<file path="config.mk">
export PLATFORM = sky130hd
export DESIGN_NAME = wjr_front
export DESIGN_NICKNAME = d
export VERILOG_FILES = /design/src/hdl/wjr_pkg.sv /design/src/hdl/wjr_front.sv
export SDC_FILE = /design/constraint.sdc
export NUM_CORES = 1
export LEC_CHECK = 0
export BUFFER_PORTS_ARGS = -buffer_cell sky130_fd_sc_hd__buf_2
export CAP_MARGIN = 20
export CORE_MARGIN = 2
export CORE_UTILIZATION = 40
export CTS_CLUSTER_SIZE = 24
export DETAILED_ROUTE_END_ITERATION = 8
export GPL_TIMING_DRIVEN = 1
export HOLD_SLACK_MARGIN = 0.03
export PLACE_DENSITY = 0.71
export SYNTH_ARGS = -nofsm -noshare
export SYNTH_HDL_FRONTEND = slang
export SYNTH_SLANG_ARGS = --single-unit
</file>
<file path="constraint.sdc">
create_clock -name i_clk -period 28.5 [get_ports i_clk]
set_input_delay 5.7 -clock i_clk [delete_from_list [all_inputs] [get_ports i_clk]]
set_output_delay 5.7 -clock i_clk [all_outputs]
set_load 0.1 [all_outputs]
</file>
<file path="src/hdl/wjr_pkg.sv">
package wjr_pkg;

    localparam int C_WORD_BITS      = 24;
    localparam int C_FRAC_BITS      = 16;
    localparam int C_IDX_BITS       = 5;
    localparam int C_JOINTS_WIDE    = 22;
    localparam int C_JOINTS_NARROW  = 21;
    localparam int C_CORDIC_STEPS   = 28;
    localparam int C_PADDR_BITS     = 3;
    localparam int C_PDATA_BITS     = 32;

    localparam longint C_PI_Q32          = 64'd13493037705;
    localparam longint C_HALF_PI_Q30     = 64'd1686629713;
    localparam longint C_CORDIC_GAIN_Q30 = 64'd652032874;

    localparam logic C_REG_SKELETON = 1'b0;

    typedef enum logic {
        OP_HEADER = 1'b0,
        OP_JOINT  = 1'b1
    } t_op;

    typedef struct packed {
        t_op                            op;
        logic signed [C_WORD_BITS-1:0]  yaw_rate;
        logic signed [C_WORD_BITS-1:0]  vel_x;
        logic signed [C_WORD_BITS-1:0]  vel_z;
        logic signed [C_WORD_BITS-1:0]  root_height;
        logic signed [C_WORD_BITS-1:0]  local_x;
        logic signed [C_WORD_BITS-1:0]  local_y;
        logic signed [C_WORD_BITS-1:0]  local_z;
    } t_in_word;

    typedef struct packed {
        logic signed [C_WORD_BITS-1:0]  pos_x;
        logic signed [C_WORD_BITS-1:0]  pos_y;
        logic signed [C_WORD_BITS-1:0]  pos_z;
        logic [C_IDX_BITS-1:0]          joint_index;
        logic                           frame_done;
        logic                           malformed;
    } t_out_word;

    typedef struct packed {
        logic       valid;
        logic       is_header;
        t_in_word   word;
    } t_q_head;

    // Arctangent of 2^-i in Q6.30; past the table the angle equals the shift.
    function automatic logic signed [35:0] cordic_atan(input logic [4:0] i);
        logic signed [35:0] a;
        case (i)
            5'd0: a = 36'sd843314857;
            5'd1: a = 36'sd497837829;
            5'd2: a = 36'sd263043837;
            5'd3: a = 36'sd133525159;
            5'd4: a = 36'sd67021687;
            5'd5: a = 36'sd33543516;
            5'd6: a = 36'sd16775851;
            5'd7: a = 36'sd8388437;
            5'd8: a = 36'sd4194283;
            5'd9: a = 36'sd2097149;
            default: a = 36'sd1 <<< (5'd30 - i);
        endcase
        return a;
    endfunction

endpackage

</file>
<file path="src/hdl/wjr_front.sv">
module wjr_front (
    input  logic              i_clk,
    input  logic              i_rst_n,
    input  logic              i_in_valid,
    output logic              o_in_stall,
    input  wjr_pkg::t_in_word i_in_word,
    output wjr_pkg::t_q_head  o_head,
    input  logic              i_pop
);
    import wjr_pkg::*;

    t_in_word   r_q [2];
    logic       r_wp, r_rp;
    logic [1:0] r_cnt;
    logic       push, pop;

    assign o_in_stall = (r_cnt == 2'd2);
    assign push = i_in_valid && !o_in_stall;
    assign pop  = i_pop && (r_cnt != 2'd0);

    assign o_head.valid     = (r_cnt != 2'd0);
    assign o_head.is_header = (r_q[r_rp].op == OP_HEADER);
    assign o_head.word      = r_q[r_rp];

    always_ff @(posedge i_clk) begin
        if (push) begin
            r_q[r_wp] <= i_in_word;
        end
        if (!i_rst_n) begin
            r_wp  <= 1'b0;
            r_rp  <= 1'b0;
            r_cnt <= 2'd0;
        end else begin
            if (push) begin
                r_wp <= ~r_wp;
            end
            if (pop) begin
                r_rp <= ~r_rp;
            end
            r_cnt <= r_cnt + 2'(push) - 2'(pop);
        end
    end

endmodule

</file>
-- Word-level counts from Yosys, hierarchy flattened
Memory sizes are Yosys's and may differ from the RTL's. A register that Yosys moved wholly into a read port is not among the register bits.
Index checks and enable logic that the tools add are counted.
- memories: 1
- logic and storage cells: 18
- RAM bits: 338
- input bits: 173
- flip-flop bits (word level): 4
- memories (memory ; depth ; bits a word ; read ports ; clocked after memory_dff ; write ports ; RTL line ; RTL):
    r_q ; 2 ; 169 ; 1 ; 1 ; 1 ; wjr_front.sv:12 ; t_in_word r_q [2];
- reductions and logical operators: 4
- bitwise logic cells: 3
- equal/unequal tests: 1
- $add $sub $neg: 2
- mux-type cells: 4
- operators with widths (kind ; count):
    1-bit two-way mux ; 4
    1-bit NOT ; 3
    2-bit by 1-bit adder with 2-bit output ; 1
    2-bit == test (second input constant) ; 1
    1-bit logical AND ; 2
    2-bit nonzero test ; 1
    2-bit by 1-bit subtractor with 2-bit output ; 1
    1-bit zero test ; 1

-- Logic depth before layout (Yosys ltp)
- word-level depth: 5
- depth in mapped cells: 8

-- Worst setup path after synthesis
Ideal clock, no wire load.
- path type: in2reg
- start point: input port i_in_valid
- end point: memory r_q[0][0] (netlist name), enable pin
- required time: 27.800 ns
- library setup time: 0.700 ns
- cell stages on the path: 2
- arrival time: 12.805 ns
- setup slack: 14.995 ns
- path through: nand2_1 -> nor2_1
- longest elaborated chain between the ends: 3
- ends and longest elaborated chain (what ; RTL line ; RTL):
    start: declaration ; wjr_front.sv:4 ; input logic i_in_valid,
    1-bit logical AND ; wjr_front.sv:18 ; assign push = i_in_valid && !o_in_stall;
    1-bit two-way mux ; wjr_front.sv:26 ; if (push) begin
    1-bit two-way mux (not written as such) ; wjr_front.sv:27 ; r_q[r_wp] <= i_in_word;
    end: declaration ; wjr_front.sv:12 ;
Every way passes these cells.

==> metrics <==
result of the run=finished, final reports clean; worst min-delay path class=flip-flop to flip-flop; share of the synthesized area in compound gates (AO/OA/AOI/OAI)=0.0584%; Clock Tree Root=clkbuf_16; DP Worst Slack=20.13 ns; number of warnings issued by yosys=0; share of synthesized cell area in full adder, half adder and majority cells=0.195%; Max clock buf depth=3; mapped cell area=12,900 µm²; Sink Count=343; unrepaired setup endpoints after global routing=no; vias post-DR=6,481; Top-Level Pins=345; maximum level of the CTS H-tree=2; CP max stage cell=dfxtp_4; Mapped Cells=553; combined area of the multi-input logic cells=2420 µm²; Yosys reg bits=343; share of the clock period used by the worst path after layout=31.1%; Worst path max stage delay=0.88 ns; final routed DRC violation total=0; TritonCTS clock tree=yes; Num CTS Buffers=37; worst-path cell chain=buf_4 > mux2_4 > buf_2; Rows=65; kind of end point of the critical path=output pin; measured slew at the worst slew-check pin=1.35 ns; xor-xnor portion of the synthesized cell area=0.204%; area enclosed by the die boundary=33,600 µm²; first-pass GRT wire length=36,900 µm; layout cells sized above 1=60.6%; remaining antenna violation count=0; cell family with most CP delay=buffers and inverters; register-to-register setup slack=25.94 ns; hold buffer count at cts=0; launch instance of the worst register-to-register path=r_cnt[0]$_SDFF_PN0_; worst-case setup margin in the final layout=19.65 ns; kind of critical path=flip-flop to output pin; Final Max Tran Viols=0; mean cell area of the mapped netlist=23.2 µm²; number of antenna violations at the first check in global routing=8; setup TNS=0 ns; buffer and inverter count on the worst path=2; post-DR wirelength/cell=18.6 µm; worst slew margin relative to its limit=10.1%; number of global-route vias before repair=6,674; area of the placeable core=31,600 µm²; Setup violations, final=0; clock transition at the registers of the reported paths=0.05 ns; GRT Total Usage=14.3%; final RePlAce weighted congestion=0.728; Netlist cell types=18; per-cell via count in the routed design=4.79; Clk Latency, worst-skew pair=0.50 ns; Die Y=183 µm; final net count=1,097; dominant combinational cell family by area after synthesis=multiplexers; startpoint type of the worst setup path=flip-flop; Port Buffers=344; placed wire-length estimate=16,300 µm; Die Width=183 µm; Post-Route Hold Slack=0.524 ns; number of design-rule violations left by the first detailed-router iteration=341; required time reported for the critical path endpoint=22.80 ns; post-cts gate resize count=0; Filler cells=2,593; simple-gate portion of the synthesized area=0.419%; share of the yosys chip area belonging to registers=79.8%; max-cap violations=0; data arrival time of the worst path=3.15 ns; startpoint of the most critical hold path=r_rp$_SDFFE_PN0P_; initial core utilization=40.6%; peak clock frequency supported by timing=113 MHz; DRT Wirelength=25,200 µm; Storage cell area=10,300 µm²; maximum number of pins on one net before global-route repair=170; CP Max Fanout=67; global route overflow=0; crit path time final=8.85 ns; Area growth, synth to finish=25.6%; mux cell area share after synthesis=17.8%; final hold vios=0; 1st-pass router iterations=4; post-CTS setup buffer count=0; skew final=0.00977 ns; syn_nets=728
==> per-layer routing <==
| layer | global-route usage [%] | part of all wire [%] | up-vias |
|---|---|---|---|
| met3 | 4.65 | 7.6 | 62 |
| met1 | 16.8 | 39 | 3213 |
| met4 | 6.24 | 3.1 | 4 |
| met2 | 24.3 | 50 | 265 |
| li1 | - | - | 2937 |
| met5 | 0 | 0.095 | - |
==> through the flow <==
stage	area, µm²	cells	util [%]
floorplan	12900	553	-
global route	16100	1353	51.0
CTS	16100	1348	51.0
detailed placement	15000	1285	47.3
finish	16100	1354	51.0
global placement	15000	1285	47.3
==> layout make-up <==
type,instances,area share [%]
repair buffers,349,11.0
well taps,402,3.12
inverters,4,0.0930
multi-input cells,187,15.0
clock buffers,49,6.40
flip-flops and latches,343,63.5
diodes,6,0.0930
clock inverters,14,0.799
==> worst min-delay path, delay by kind of cell, from the launching register on <==
family        cells  cell delay, ns
simple gates      1            0.07
flops             1            0.33
xor+xnor          1            0.09
==> Yosys cell counts <==
cell type / count / share of area [%]
and2_1: 1 / 0.049
o21a_1: 1 / 0.058
nor2_1: 4 / 0.12
ha_1: 2 / 0.19
nand2b_1: 2 / 0.097
buf_2: 5 / 0.19
nand2_1: 2 / 0.058
xnor2_1: 2 / 0.14
mux2_2: 67 / 5.9
buf_6: 14 / 1.2
mux2_4: 101 / 12
mux2i_1: 2 / 0.16
inv_1: 4 / 0.12
and3_1: 1 / 0.049
edfxtp_1: 338 / 79
dfxtp_1: 5 / 0.78
or2_2: 1 / 0.049
xor2_1: 1 / 0.068
==> cell usage in the layout (no fill, tap or decap) <==
| cell type | instances |
|---|---|
| clkinv_2 | 5 |
| clkbuf_8 | 2 |
| inv_1 | 4 |
| and3_4 | 1 |
| nand2b_1 | 2 |
| mux2_2 | 67 |
| clkbuf_1 | 8 |
| inv_6 | 2 |
| mux2i_1 | 2 |
| buf_12 | 1 |
| or2_2 | 1 |
| xnor2_1 | 2 |
| edfxtp_1 | 338 |
| bufinv_16 | 2 |
| dfxtp_4 | 1 |
| buf_4 | 4 |
| buf_2 | 344 |
| mux2_4 | 101 |
| nand2_1 | 2 |
| clkinv_1 | 3 |
| clkinvlp_4 | 2 |
| o21a_1 | 1 |
| nor2_1 | 3 |
| ha_1 | 2 |
| dfxtp_1 | 4 |
| diode_2 | 6 |
| nor2_4 | 1 |
| and2_1 | 1 |
| xor2_1 | 1 |
| clkbuf_16 | 39 |
==> state kept, by name, summed over array words and instances (netlist names), named ones only <==
register and flops:
r_cnt 2, r_wp 1, r_rp 1, r_q 338
==> cell families (layout without fill, tap and decap cells) <==
kind of cell,count (synthesis),count (layout)
XOR/XNOR,3,3
buffers and inverters,23,416
multiplexers,170,170
other,0,6
AND/OR/NAND/NOR,11,11
adder cells (fa/ha/maj),2,2
flip-flops,343,343
AO/OA/AOI/OAI,1,1
==> path summary, 6_finish.rpt <==
check | depth (start not counted) | to
max | 3 | o_head[111]
max reg2reg | 3 | r_q[1][113]$_DFFE_PP_
min reg2reg | 2 | r_rp$_SDFFE_PN0P_
min | 2 | r_rp$_SDFFE_PN0P_
Power is not shown: default switching activity piles up to over one toggle a cycle in this logic, so the estimate is an artifact.
